[src/hdl/rvm_pkg.sv]
package rvm_pkg;

    localparam int unsigned NUM_REGS = 32;
    localparam int unsigned REG_AW   = 5;

    // opcodes
    localparam logic [7:0] OPC_NOP  = 8'd0;
    localparam logic [7:0] OPC_LI   = 8'd1;
    localparam logic [7:0] OPC_ADD  = 8'd2;
    localparam logic [7:0] OPC_SUB  = 8'd3;
    localparam logic [7:0] OPC_MUL  = 8'd4;
    localparam logic [7:0] OPC_DIV  = 8'd5;
    localparam logic [7:0] OPC_MOD  = 8'd6;
    localparam logic [7:0] OPC_J    = 8'd7;
    localparam logic [7:0] OPC_JEQ  = 8'd8;
    localparam logic [7:0] OPC_JNE  = 8'd9;
    localparam logic [7:0] OPC_JLT  = 8'd10;
    localparam logic [7:0] OPC_JGT  = 8'd11;
    localparam logic [7:0] OPC_JLE  = 8'd12;
    localparam logic [7:0] OPC_JGE  = 8'd13;
    localparam logic [7:0] OPC_JR   = 8'd14;
    localparam logic [7:0] OPC_JREQ = 8'd15;
    localparam logic [7:0] OPC_JRNE = 8'd16;
    localparam logic [7:0] OPC_JRLT = 8'd17;
    localparam logic [7:0] OPC_JRGT = 8'd18;
    localparam logic [7:0] OPC_JRLE = 8'd19;
    localparam logic [7:0] OPC_JRGE = 8'd20;
    localparam logic [7:0] OPC_MOV  = 8'd21;
    localparam logic [7:0] OPC_SYS  = 8'd22;

    localparam logic [7:0] SYS_PRINT = 8'd0;

    // shared unit operations
    localparam logic [3:0] ALU_ADD = 4'd0;
    localparam logic [3:0] ALU_SUB = 4'd1;
    localparam logic [3:0] ALU_MUL = 4'd2;
    localparam logic [3:0] ALU_DIV = 4'd3;
    localparam logic [3:0] ALU_MOD = 4'd4;
    localparam logic [3:0] ALU_EQ  = 4'd5;
    localparam logic [3:0] ALU_NE  = 4'd6;
    localparam logic [3:0] ALU_LT  = 4'd7;
    localparam logic [3:0] ALU_GT  = 4'd8;
    localparam logic [3:0] ALU_LE  = 4'd9;
    localparam logic [3:0] ALU_GE  = 4'd10;

    typedef struct packed {
        logic [7:0] cmd;
        logic [7:0] field_a;
        logic [7:0] field_b;
        logic [7:0] field_c;
    } t_in_req;

    typedef struct packed {
        logic [15:0]        next_pc;
        logic               halted;
        logic               print_valid;
        logic [4:0]         print_reg;
        logic signed [31:0] print_value;
        logic               unknown_op;
    } t_out_rsp;

    typedef struct packed {
        logic       start;
        logic [3:0] op;
    } t_alu_req;

    typedef struct packed {
        logic done;
        logic flag;
    } t_alu_rsp;

    typedef struct packed {
        logic              rd0_en;
        logic [REG_AW-1:0] rd0_addr;
        logic              rd1_en;
        logic [REG_AW-1:0] rd1_addr;
        logic              wr_en;
        logic [REG_AW-1:0] wr_addr;
    } t_rf_ctl;

endpackage

[src/hdl/rvm_regfile.sv]
module rvm_regfile
    import rvm_pkg::*;
(
    input  logic        i_clk,
    input  logic        i_rst_n,
    input  t_rf_ctl     i_ctl,
    input  logic [31:0] i_wdata,
    output logic [31:0] o_rdata0,
    output logic [31:0] o_rdata1
);

    logic [31:0]         r_mem [NUM_REGS];
    logic [NUM_REGS-1:0] r_vld;
    logic [31:0]         r_rdata0;
    logic [31:0]         r_rdata1;
    logic                r_rvld0;
    logic                r_rvld1;

    // entries never written read as zero
    always_ff @(posedge i_clk) begin
        if (!i_rst_n) begin
            r_vld <= '0;
        end else if (i_ctl.wr_en) begin
            r_vld[i_ctl.wr_addr] <= 1'b1;
        end
    end

    always_ff @(posedge i_clk) begin
        if (i_ctl.wr_en) begin
            r_mem[i_ctl.wr_addr] <= i_wdata;
        end
        if (i_ctl.rd0_en) begin
            r_rdata0 <= r_mem[i_ctl.rd0_addr];
            r_rvld0  <= r_vld[i_ctl.rd0_addr];
        end
        if (i_ctl.rd1_en) begin
            r_rdata1 <= r_mem[i_ctl.rd1_addr];
            r_rvld1  <= r_vld[i_ctl.rd1_addr];
        end
    end

    assign o_rdata0 = r_rvld0 ? r_rdata0 : '0;
    assign o_rdata1 = r_rvld1 ? r_rdata1 : '0;

endmodule

[src/hdl/rvm_alu.sv]
module rvm_alu
    import rvm_pkg::*;
(
    input  logic        i_clk,
    input  logic        i_rst_n,
    input  t_alu_req    i_req,
    input  logic [31:0] i_a,
    input  logic [31:0] i_b,
    output t_alu_rsp    o_rsp,
    output logic [31:0] o_result
);

    localparam logic [1:0] A_IDLE = 2'd0;
    localparam logic [1:0] A_DIV  = 2'd1;
    localparam logic [1:0] A_FIX  = 2'd2;

    logic [1:0]  r_state;
    logic        r_done;
    logic        r_flag;
    logic [31:0] r_res;
    logic [4:0]  r_cnt;
    logic [31:0] r_rem;
    logic [31:0] r_quo;
    logic [31:0] r_dvs;
    logic        r_neg_q;
    logic        r_neg_r;
    logic        r_is_mod;

    logic [31:0] abs_a;
    logic [31:0] abs_b;
    logic [32:0] rem_sh;
    logic [32:0] diff;
    logic        fits;
    logic [31:0] n_rem;
    logic [31:0] n_quo;
    logic        div_go;
    logic        cmp_flag;

    assign abs_a  = i_a[31] ? (32'd0 - i_a) : i_a;
    assign abs_b  = i_b[31] ? (32'd0 - i_b) : i_b;
    assign rem_sh = {r_rem, r_quo[31]};
    assign diff   = rem_sh - {1'b0, r_dvs};
    assign fits   = !diff[32];
    assign n_rem  = fits ? diff[31:0] : rem_sh[31:0];
    assign n_quo  = {r_quo[30:0], fits};
    assign div_go = ((i_req.op == ALU_DIV) || (i_req.op == ALU_MOD)) && (i_b != 32'd0);

    always_comb begin
        unique case (i_req.op)
            ALU_EQ:  cmp_flag = (i_a == i_b);
            ALU_NE:  cmp_flag = (i_a != i_b);
            ALU_LT:  cmp_flag = ($signed(i_a) < $signed(i_b));
            ALU_GT:  cmp_flag = ($signed(i_a) > $signed(i_b));
            ALU_LE:  cmp_flag = ($signed(i_a) <= $signed(i_b));
            ALU_GE:  cmp_flag = ($signed(i_a) >= $signed(i_b));
            default: cmp_flag = 1'b0;
        endcase
    end

    always_ff @(posedge i_clk) begin
        if (!i_rst_n) begin
            r_state <= A_IDLE;
            r_done  <= 1'b0;
        end else begin
            unique case (r_state)
                A_IDLE: begin
                    r_done <= i_req.start && !div_go;
                    if (i_req.start && div_go) begin
                        r_state <= A_DIV;
                    end
                end
                A_DIV: begin
                    r_done <= 1'b0;
                    if (r_cnt == 5'd31) begin
                        r_state <= A_FIX;
                    end
                end
                A_FIX: begin
                    r_done  <= 1'b1;
                    r_state <= A_IDLE;
                end
                default: begin
                    r_done  <= 1'b0;
                    r_state <= A_IDLE;
                end
            endcase
        end
    end

    always_ff @(posedge i_clk) begin
        unique case (r_state)
            A_IDLE: begin
                if (i_req.start) begin
                    r_flag <= cmp_flag;
                    unique case (i_req.op)
                        ALU_ADD: r_res <= i_a + i_b;
                        ALU_SUB: r_res <= i_a - i_b;
                        ALU_MUL: r_res <= i_a * i_b;
                        ALU_DIV, ALU_MOD: begin
                            // divide by zero: quotient all ones, remainder is the dividend
                            r_res    <= (i_req.op == ALU_MOD) ? i_a : '1;
                            r_is_mod <= (i_req.op == ALU_MOD);
                            r_neg_q  <= i_a[31] ^ i_b[31];
                            r_neg_r  <= i_a[31];
                            r_quo    <= abs_a;
                            r_dvs    <= abs_b;
                            r_rem    <= '0;
                            r_cnt    <= '0;
                        end
                        default: r_res <= '0;
                    endcase
                end
            end
            A_DIV: begin
                r_rem <= n_rem;
                r_quo <= n_quo;
                r_cnt <= r_cnt + 5'd1;
            end
            A_FIX: begin
                if (r_is_mod) begin
                    r_res <= r_neg_r ? (32'd0 - r_rem) : r_rem;
                end else begin
                    r_res <= r_neg_q ? (32'd0 - r_quo) : r_quo;
                end
            end
            default: begin
                r_res <= r_res;
            end
        endcase
    end

    assign o_rsp.done = r_done;
    assign o_rsp.flag = r_flag;
    assign o_result   = r_res;

`ifndef NO_ASSERTIONS
    a_start_idle: assert property (@(posedge i_clk) disable iff (!i_rst_n)
        i_req.start |-> r_state == A_IDLE)
        else $error("alu started while busy");

    a_div_len: assert property (@(posedge i_clk) disable iff (!i_rst_n)
        (r_state == A_DIV && r_cnt == 5'd31) |=> r_state == A_FIX)
        else $error("divide did not finish after 32 steps");
`endif

endmodule

[src/hdl/register_vm_execute_unit.sv]
// sequence: a request is taken in idle and its registers are read; li, mov, jumps, sys, nop and
// unknown opcodes then finish, while add, sub, mul, compare-branches, div and mod wait on the alu
// (div and mod by nonzero take 32 divider steps); a request ignored once halted skips the read
// throughput: one request at a time; the next request is taken the cycle after
// the result is loaded, and a held result stalls completion of the next one
// reset (synchronous, active low): registers read as zero, pc 0, not halted, length 0
module register_vm_execute_unit
    import rvm_pkg::*;
#(
    parameter int unsigned PROGRAM_DEPTH = 256
) (
    input  logic        i_clk,
    input  logic        i_rst_n,
    input  logic        i_cfg_we,
    input  logic [16:0] i_cfg_wdata,
    input  logic        i_in_valid,
    output logic        o_in_stall,
    input  t_in_req     i_in_req,
    output logic        o_out_valid,
    input  logic        i_out_stall,
    output t_out_rsp    o_out_rsp
);

    localparam logic [16:0] LIMIT_CAP = 17'(PROGRAM_DEPTH);

    localparam logic [1:0] S_IDLE = 2'd0;
    localparam logic [1:0] S_RD   = 2'd1;
    localparam logic [1:0] S_ALU  = 2'd2;
    localparam logic [1:0] S_DONE = 2'd3;

    logic [1:0]  r_state;
    logic [16:0] r_prog_len;
    logic [15:0] r_pc;
    logic        r_stopped;
    t_in_req     r_req;
    logic        r_ign;
    logic [31:0] r_target;
    logic        r_wen;
    logic [31:0] r_wdata;
    logic        r_pvalid;
    logic [4:0]  r_preg;
    logic [31:0] r_pval;
    logic        r_unknown;
    logic        r_out_valid;
    t_out_rsp    r_out;

    logic [16:0] limit;
    logic        in_acc;
    logic        out_free;
    logic        halt;
    logic        is_arith;
    logic        is_br_imm;
    logic        is_br_reg;
    logic        in_is_br;
    logic        in_is_jr;
    logic [31:0] pc_inc;
    t_rf_ctl     rf_ctl;
    logic [31:0] rf_rd0;
    logic [31:0] rf_rd1;
    t_alu_req    alu_req;
    t_alu_rsp    alu_rsp;
    logic [31:0] alu_res;

    function automatic logic [3:0] alu_op_of(input logic [7:0] cmd);
        logic [3:0] op;
        unique case (cmd)
            OPC_SUB:            op = ALU_SUB;
            OPC_MUL:            op = ALU_MUL;
            OPC_DIV:            op = ALU_DIV;
            OPC_MOD:            op = ALU_MOD;
            OPC_JEQ, OPC_JREQ:  op = ALU_EQ;
            OPC_JNE, OPC_JRNE:  op = ALU_NE;
            OPC_JLT, OPC_JRLT:  op = ALU_LT;
            OPC_JGT, OPC_JRGT:  op = ALU_GT;
            OPC_JLE, OPC_JRLE:  op = ALU_LE;
            OPC_JGE, OPC_JRGE:  op = ALU_GE;
            default:            op = ALU_ADD;
        endcase
        return op;
    endfunction

    assign limit     = (r_prog_len > LIMIT_CAP) ? LIMIT_CAP : r_prog_len;
    assign o_in_stall = (r_state != S_IDLE);
    assign in_acc    = i_in_valid && !o_in_stall;
    assign out_free  = !r_out_valid || !i_out_stall;
    assign pc_inc    = 32'(r_pc) + 32'd1;
    assign halt      = r_ign || (r_target >= 32'(limit));

    assign is_arith  = (r_req.cmd >= OPC_ADD) && (r_req.cmd <= OPC_MOD);
    assign is_br_imm = (r_req.cmd >= OPC_JEQ) && (r_req.cmd <= OPC_JGE);
    assign is_br_reg = (r_req.cmd >= OPC_JREQ) && (r_req.cmd <= OPC_JRGE);
    assign in_is_br  = ((i_in_req.cmd >= OPC_JEQ) && (i_in_req.cmd <= OPC_JGE))
                    || ((i_in_req.cmd >= OPC_JREQ) && (i_in_req.cmd <= OPC_JRGE));
    assign in_is_jr  = (i_in_req.cmd == OPC_JR);

    // register file access
    always_comb begin
        rf_ctl          = '0;
        rf_ctl.rd0_addr = (in_is_br || in_is_jr) ? i_in_req.field_a[4:0] : i_in_req.field_b[4:0];
        rf_ctl.rd1_addr = in_is_br ? i_in_req.field_b[4:0] : i_in_req.field_c[4:0];
        rf_ctl.wr_addr  = r_req.field_a[4:0];
        if (r_state == S_IDLE) begin
            rf_ctl.rd0_en = in_acc;
            rf_ctl.rd1_en = in_acc;
        end else if (r_state == S_RD && is_br_reg) begin
            // branch target register
            rf_ctl.rd0_en   = 1'b1;
            rf_ctl.rd0_addr = r_req.field_c[4:0];
        end
        rf_ctl.wr_en = (r_state == S_DONE) && out_free && r_wen;
    end

    assign alu_req.start = (r_state == S_RD) && (is_arith || is_br_imm || is_br_reg);
    assign alu_req.op    = alu_op_of(r_req.cmd);

    rvm_regfile u_regfile (
        .i_clk    (i_clk),
        .i_rst_n  (i_rst_n),
        .i_ctl    (rf_ctl),
        .i_wdata  (r_wdata),
        .o_rdata0 (rf_rd0),
        .o_rdata1 (rf_rd1)
    );

    rvm_alu u_alu (
        .i_clk    (i_clk),
        .i_rst_n  (i_rst_n),
        .i_req    (alu_req),
        .i_a      (rf_rd0),
        .i_b      (rf_rd1),
        .o_rsp    (alu_rsp),
        .o_result (alu_res)
    );

    always_ff @(posedge i_clk) begin
        if (!i_rst_n) begin
            r_prog_len <= '0;
        end else if (i_cfg_we) begin
            r_prog_len <= i_cfg_wdata;
        end
    end

    // sequencer and architectural state
    always_ff @(posedge i_clk) begin
        if (!i_rst_n) begin
            r_state     <= S_IDLE;
            r_pc        <= '0;
            r_stopped   <= 1'b0;
            r_out_valid <= 1'b0;
        end else begin
            if (r_state == S_DONE && out_free) begin
                r_out_valid <= 1'b1;
            end else if (!i_out_stall) begin
                r_out_valid <= 1'b0;
            end
            unique case (r_state)
                S_IDLE: begin
                    if (in_acc) begin
                        r_state <= (r_stopped || (17'(r_pc) >= limit)) ? S_DONE : S_RD;
                    end
                end
                S_RD: begin
                    r_state <= (is_arith || is_br_imm || is_br_reg) ? S_ALU : S_DONE;
                end
                S_ALU: begin
                    if (alu_rsp.done) begin
                        r_state <= S_DONE;
                    end
                end
                S_DONE: begin
                    if (out_free) begin
                        r_state <= S_IDLE;
                        if (halt) begin
                            r_stopped <= 1'b1;
                        end else begin
                            r_pc <= r_target[15:0];
                        end
                    end
                end
                default: begin
                    r_state <= S_IDLE;
                end
            endcase
        end
    end

    // request payload and results
    always_ff @(posedge i_clk) begin
        unique case (r_state)
            S_IDLE: begin
                if (in_acc) begin
                    r_req     <= i_in_req;
                    r_ign     <= r_stopped || (17'(r_pc) >= limit);
                    r_target  <= pc_inc;
                    r_wen     <= 1'b0;
                    r_pvalid  <= 1'b0;
                    r_preg    <= '0;
                    r_pval    <= '0;
                    r_unknown <= 1'b0;
                end
            end
            S_RD: begin
                priority if (r_req.cmd == OPC_LI) begin
                    r_wen   <= 1'b1;
                    r_wdata <= {{16{r_req.field_c[7]}}, r_req.field_c, r_req.field_b};
                end else if (r_req.cmd == OPC_J) begin
                    r_target <= 32'(r_req.field_a);
                end else if (r_req.cmd == OPC_JR) begin
                    r_target <= rf_rd0;
                end else if (r_req.cmd == OPC_MOV) begin
                    r_wen   <= 1'b1;
                    r_wdata <= rf_rd0;
                end else if (r_req.cmd == OPC_SYS) begin
                    if (r_req.field_a == SYS_PRINT) begin
                        r_pvalid <= 1'b1;
                        r_preg   <= r_req.field_b[4:0];
                        r_pval   <= rf_rd0;
                    end
                end else if (r_req.cmd > OPC_SYS) begin
                    r_unknown <= 1'b1;
                end else begin
                    r_wen <= 1'b0;
                end
            end
            S_ALU: begin
                if (alu_rsp.done) begin
                    if (is_arith) begin
                        r_wen   <= 1'b1;
                        r_wdata <= alu_res;
                    end else if (alu_rsp.flag) begin
                        r_target <= is_br_imm ? 32'(r_req.field_c) : rf_rd0;
                    end
                end
            end
            S_DONE: begin
                if (out_free) begin
                    r_out.next_pc     <= halt ? r_pc : r_target[15:0];
                    r_out.halted      <= halt;
                    r_out.print_valid <= r_pvalid;
                    r_out.print_reg   <= r_preg;
                    r_out.print_value <= r_pval;
                    r_out.unknown_op  <= r_unknown;
                end
            end
            default: begin
                r_wen <= 1'b0;
            end
        endcase
    end

    assign o_out_valid = r_out_valid;
    assign o_out_rsp   = r_out;

`ifndef NO_ASSERTIONS
    a_stop_sticky: assert property (@(posedge i_clk) disable iff (!i_rst_n)
        r_stopped |=> r_stopped)
        else $error("halt cleared without reset");

    a_pc_in_range: assert property (@(posedge i_clk) disable iff (!i_rst_n)
        (o_out_valid && !o_out_rsp.halted) |-> (17'(o_out_rsp.next_pc) < limit))
        else $error("running with next pc out of range");

    a_print_quiet: assert property (@(posedge i_clk) disable iff (!i_rst_n)
        (o_out_valid && !o_out_rsp.print_valid)
            |-> (o_out_rsp.print_reg == 5'd0 && o_out_rsp.print_value == 32'sd0))
        else $error("print fields set without print");

    a_print_known: assert property (@(posedge i_clk) disable iff (!i_rst_n)
        (o_out_valid && o_out_rsp.print_valid) |-> !o_out_rsp.unknown_op)
        else $error("print reported on unknown opcode");
`endif

endmodule

[config.mk]
export PLATFORM = sky130hd
export DESIGN_NAME = register_vm_execute_unit
export DESIGN_NICKNAME = d
export VERILOG_FILES = /design/src/hdl/rvm_pkg.sv /design/src/hdl/rvm_regfile.sv /design/src/hdl/rvm_alu.sv /design/src/hdl/register_vm_execute_unit.sv
export SDC_FILE = /design/constraint.sdc
export NUM_CORES = 2
export LEC_CHECK = 0
export ABC_AREA = 1
export BUFFER_PORTS_ARGS = -buffer_cell sky130_fd_sc_hd__buf_2
export CAP_MARGIN = 20
export CORE_MARGIN = 2
export CORE_UTILIZATION = 33
export CTS_CLUSTER_SIZE = 12
export DETAILED_ROUTE_END_ITERATION = 6
export GPL_ROUTABILITY_DRIVEN = 0
export PLACE_DENSITY_LB_ADDON = 0.12
export SLEW_MARGIN = 15
export SYNTH_ARGS = -nofsm -noshare
export SYNTH_HDL_FRONTEND = slang
export SYNTH_HIERARCHICAL = 1
export SYNTH_SLANG_ARGS = --single-unit
[constraint.sdc]
create_clock -name i_clk -period 8.7 [get_ports i_clk]
set_input_delay 0.435 -clock i_clk [delete_from_list [all_inputs] [get_ports i_clk]]
set_output_delay 0.435 -clock i_clk [all_outputs]
set_load 0.02 [all_outputs]
**Word-level counts from Yosys, hierarchy flattened**

Memory sizes are Yosys's and may differ from the RTL's. A register that Yosys moved wholly into a read port is not among the register bits.
Index checks and enable logic that the tools add are counted.

- Flip-flop bits (word level): 404
- Bits in writable memories: 1,024
- ROM bits: 128
- Input bits: 54
- Output and inout port bits: 58
- Word-level logic and storage cells: 285
- Memories kept: 2

- $add $sub $neg: 9
- Multipliers: 1
- Magnitude comparators: 22
- Eq/ne operators: 49
- Mux-type cells: 108
- Bitwise gates (word level): 2
- Reductions and logical operators: 54

Memory list:

| name | depth | bits a word | rd ports | clocked after memory_dff | write ports | RTL line | text |
|---|---|---|---|---|---|---|---|
| u_regfile.r_mem | 32 | 32 | 2 | 2 | 1 | rvm_regfile.sv:12 | `logic [31:0] r_mem [NUM_REGS];` |
| (name not given) | 32 | 4 | 1 | 1 | 0 | register_vm_execute_unit.sv:66 | `unique case (cmd)` |

Operator list:

| cell | number |
|---|---|
| 2-to-1 mux 32 bit | 34 |
| one-hot mux 32 bit (2 select lines) | 5 |
| one-hot mux 32 bit (4 select lines) | 1 |
| subtractor 1 x 32 -> 32 bit (first input constant) | 4 |
| one-hot mux 32 bit (3 select lines) | 1 |
| 2-to-1 mux 5 bit | 13 |
| subtractor 33 x 32 -> 33 bit | 1 |
| adder 32 bit | 1 |
| == test 32 bit | 1 |
| >= comparator 32 x 17 -> 1 bit | 1 |
| >= comparator 32 bit | 1 |
| >= comparator 8 x 4 -> 1 bit (second input constant) | 4 |
| greater-than comparator 32 bit | 1 |
| <= comparator 32 bit | 1 |
| less-than comparator 32 bit | 1 |
| multiplier 32 x 32 -> 32 bit | 1 |
| != test 32 bit | 1 |
| bitwise OR 32 bit | 1 |
| nonzero test 32 bit | 1 |
| subtractor 32 bit | 1 |
| 2-to-1 mux 1 bit | 31 |
| 2-to-1 mux 31 bit | 1 |
| AND reduction 8 bit | 3 |
| != test 2 x 1 -> 1 bit (second input constant) | 10 |
| 54 further kinds | 125 |

**Longest topological paths before layout**

- Depth in word-level cells: 9
- Mapped depth: 38
- Gate-level depth less buffers: 34

**Modules after synthesis**

The synthesis kept the hierarchy.

By module, submodules not included:

| module | instances | cells each | area an instance (um^2) | seq. area each (um^2) |
|---|---|---|---|---|
| rvm_regfile | 1 | 6,407 | 56,875.8 | 33,372.0 |
| rvm_alu | 1 | 4,660 | 32,512.4 | 4,174.0 |
| register_vm_execute_unit | 1 | 1,121 | 10,985.5 | 6,616.3 |

**Least setup slack after synthesis**

OpenSTA, ideal clock, no wires.

- Path kind: register -> register
- Start point: register u_regfile.r_rvld0
- End point: register u_alu.r_res[30], in the netlist u_alu/o_result[30] (data pin)
- Arrival time: 7,189 ps
- Path slack: 1,255 ps
- Stages on the path, launching flop included: 32
- Cells stage by stage: edfxtp_1 clkbuf_1 nand2_1 inv_1 buf_2 clkbuf_1 buf_1 nand2_1 fa_1 inv_1 fa_1 inv_1 fa_1 inv_1 fa_1 inv_1 fa_1 fa_1 inv_1 fa_1 fa_1 ha_1 inv_1 nor3_1 nand2_1 or2_2 nand4_1 a21oi_1 o21ai_0 nand2_1 o21ai_1 nand2_1

- Word-level cells in the longest chain between the ends: 5
- Elaborated cells between the ends (all ways): 8

RTL lines:

| element | RTL line | text |
|---|---|---|
| start: declaration | rvm_regfile.sv:16 | `logic r_rvld0;` |
| start signal: assignment | rvm_regfile.sv:34 | `r_rvld0 <= r_vld[i_ctl.rd0_addr];` |
| 2-to-1 mux 32 bit * | rvm_regfile.sv:42 | `assign o_rdata0 = r_rvld0 ? r_rdata0 : '0;` |
| net rf_rd0[11] | register_vm_execute_unit.sv:58 | `logic [31:0] rf_rd0;` |
| multiplier 32 x 32 -> 32 bit, or another cell as far along | rvm_alu.sv:98 | `ALU_MUL: r_res <= i_a * i_b;` |
| one-hot mux 32 bit (4 select lines) * | rvm_alu.sv:95 | `unique case (i_req.op)` |
| 2-to-1 mux 32 bit * | rvm_alu.sv:93 | `if (i_req.start) begin` |
| one-hot mux 32 bit (2 select lines) * | rvm_alu.sv:91 | `unique case (r_state)` |
| end signal: assignment | rvm_alu.sv:96 | `ALU_ADD: r_res <= i_a + i_b;` |
| end signal: assignment | rvm_alu.sv:97 | `ALU_SUB: r_res <= i_a - i_b;` |
| end signal: assignment | rvm_alu.sv:98 |  |
| end: declaration | rvm_alu.sv:20 | `logic [31:0] r_res;` |

Mark *: on every way through the listed nets, which the timed path passes. The rest lies on a longest branch. The select of a mux whose other input is x is not followed.
A chain may end at the register's enable or synchronous reset.

**Worst setup path after layout**

- Start point: register u_regfile.r_rvld1
- End point: register u_alu.r_res[24], in the netlist u_alu/o_result[24] (data pin)

- Word-level cells in the longest chain between the ends: 5
- Elaborated cells between the ends (all ways): 7

RTL lines:

| element | RTL line | text |
|---|---|---|
| start: declaration | rvm_regfile.sv:17 | `logic r_rvld1;` |
| start signal: assignment | rvm_regfile.sv:38 | `r_rvld1 <= r_vld[i_ctl.rd1_addr];` |
| 2-to-1 mux 32 bit * | rvm_regfile.sv:43 | `assign o_rdata1 = r_rvld1 ? r_rdata1 : '0;` |
| net rf_rd1[4] | register_vm_execute_unit.sv:59 | `logic [31:0] rf_rd1;` |
| multiplier 32 x 32 -> 32 bit, or another cell as far along | rvm_alu.sv:98 |  |
| one-hot mux 32 bit (4 select lines) * | rvm_alu.sv:95 |  |
| 2-to-1 mux 32 bit * | rvm_alu.sv:93 |  |
| one-hot mux 32 bit (2 select lines) * | rvm_alu.sv:91 |  |

Marked as above.

==> flow_summary.ini <==
[clock_network]
clk_latency_ps = 910
clk_path_buf_depth = 4
numCtsBuffers = 183
cts.sinks = 1496
path_clk_slew_ps = 60
cts_setup_buffers = 0
htree_levels = 4
cts_tree = done
cts-root-buf = clkbuf_16

[floorplan]
die_area_sq_um = 309000
rows = 202
initial_utilization_pct = 33.2
io_pins = 112
die_h_um = 556
die_w_um = 556
coreArea_sq_um = 303000

[status]
violations = design-rule violations
status = complete, but fails checks

[sta]
fin_worst_hold_slack_ps = 70.1
finalHoldViolations = 0
finalCritPeriodShare_pct = 93.3
fmax_mhz = 123
finClkSkew_ps = 112
timing.setup.tns_ps = 0
rsz0062_at_grt = no
finalMaxSlewViolations = 0
tightestPinTransition_ps = 1150
relSlewSlack_pct = 23.4
min_period_ps = 8120
setup-violations-final = 0

[global_route]
grt_pass1_vias = 84000
overflow = 0
grt_max_degree = 163
grt_util_all_layers_pct = 25.7
antenna_found_initial = 23
grt_pass1_wl_um = 588000

[final_layout]
area_delta_synth_final_pct = 10.2
top_register = u_regfile/r_mem
drive_gt1_share_pct = 6.69
fin_nets = 12800
layout_commonest_cell = nand2_1
final_cell_mix = nand2_1 (4432), nand3_1 (1826), edfxtp_1 (1420)
largest_register_ffs = 1024

[critical_path]
worst_path_max_delay_cell = fa_1
cpMostUsedCell = inv_1
critPathKind = flip-flop to flip-flop
end_kind = flip-flop
cp_data_arrival_time_ps = 8660
crit_fanout = 32
critPathLaunchType = flip-flop
critPathMaxStageDelay_ps = 550
critPathRequiredTime_ps = 9240

[placed_design]
io_buffers = 111
dp_hpwl_um = 257000

[power]
p_leak_nw = 49.1
ir_drop_mv = 0.347
power_density_nw_per_um2 = 271

[logic_synthesis]
syn_area_sq_um = 100000
synthArstFlopShare_pct = 0
synth_edf_count = 1420
synth_seq_area_share_pct = 44.0
ys_types = 90
synth_ff_type = edfxtp_1
synth_warnings = 6
syn_avg_cell_area_sq_um = 8.24
ys_ff_latch = 1496
synthCells = 12200

[detailed_routing]
drc_errors = 3
viasPerCell = 5.35
drt-total-wl_um = 405000
ant_nets = 0
dr.pass1.iters = 7
drtIter0Drc = 10300
wl_per_cell_um = 25.0
vias = 86800

[job]
max_cap_violations = 0

[min_path]
worstHoldPathType = input port to flip-flop
-- cell families after synthesis --
group | synth area share (%)
xor gates and xnor gates | 0.934
AOI/OAI and AO/OA | 4.68
other | 0.00374
adders and majority gates | 11.5
buffers and inverters | 9.41
and+or+nand+nor | 29.4
DFF | 44.0
-- worst max-delay path, delay by kind of cell, from the launching register on --
family | cells | cell delay [ps]
adders and majority gates | 9 | 4080
buffers and inverters | 11 | 1540
and+or+nand+nor | 10 | 1450
DFF | 1 | 370
AOI/OAI and AO/OA | 3 | 360
-- routing by layer --
layer	global-route usage, %	vias up	share of wire, %
met2	40.7	4104	45
met1	35.3	42500	43
met5	0	-	0.025
met3	3.89	805	8.1
li1	-	39400	-
met4	9.64	14	4.1
-- cells in the mapped netlist, types with 21 or more instances --
master    number  area, sq um
a21oi_1      328         1640
nor4_1        23          144
inv_1       1293         4850
nor2_1       536         2010
buf_6        160         1800
nor3_1        57          285
nand2_1     4433        16600
a31oi_1       24          150
dfxtp_1       76         1520
xor2_1        87          762
fa_1         411         8230
o22ai_1       21          131
nand3_1     1826         9140
o21ai_0      300         1500
edfxtp_1    1420        42600
buf_2        259         1300
o21ai_1       39          195
nand4_1       50          313
inv_2         31          116
buf_1         46          173
ha_1         267         3340
buf_4         55          413
clkbuf_1     161          604
-- final cells by class --
cell class,count,area (sq um)
antenna,8,20.0
timing repair buffer,424,3580
clock buffer,241,4920
clock inverter,76,657
fill,30900,192000
inverter,1332,5070
multi-input combinational,8678,47200
sequential,1496,44200
tap,3978,4980
-- stage by stage --
| step | power [W] | instances | utilization [%] | setup WS, ps | cell area, sq um |
|---|---|---|---|---|---|
| finish | 0.0300 | 16200 | 36.5 | 582 | 111000 |
| global route | 0.0317 | 16200 | 36.5 | 245 | 111000 |
| CTS | 0.0299 | 16200 | 36.4 | 619 | 110000 |
| detailed placement | 0.0224 | 15800 | 34.4 | 580 | 104000 |
| global placement | 0.0223 | 15800 | 34.4 | 618 | 104000 |
| floorplan | 0.0176 | 12200 | - | 1260 | 100000 |
-- timing repair --
item	in CTS	in global routing
endpoints found under the hold margin	49	0
hold buffers	58	0
gates resized for setup	0	0
-- power by group --
group	switching, W	total [W]	internal (W)
registers	0.000476	0.00986	0.00938
logic	0.00900	0.0127	0.00369
clock network	0.00320	0.00743	0.00422
-- worst paths after layout --
| kind | cells past startpoint | slack [ps] | startpoint | to |
|---|---|---|---|---|
| max reg2reg | 33 | 580 | u_regfile/r_rvld1$_DFFE_PP_ | u_alu/o_result[24]$_DFFE_PP_ |
| min | 3 | 70 | i_cfg_we | r_prog_len[7]$_SDFFE_PN0P_ |
| max | 33 | 580 | u_regfile/r_rvld1$_DFFE_PP_ | u_alu/o_result[24]$_DFFE_PP_ |
| min reg2reg | 0 | 410 | r_pval[6]$_SDFFCE_PN0P_ | o_out_rsp[7]$_DFFE_PP_ |
No activity file was read; power rests on OpenSTA's default activity.
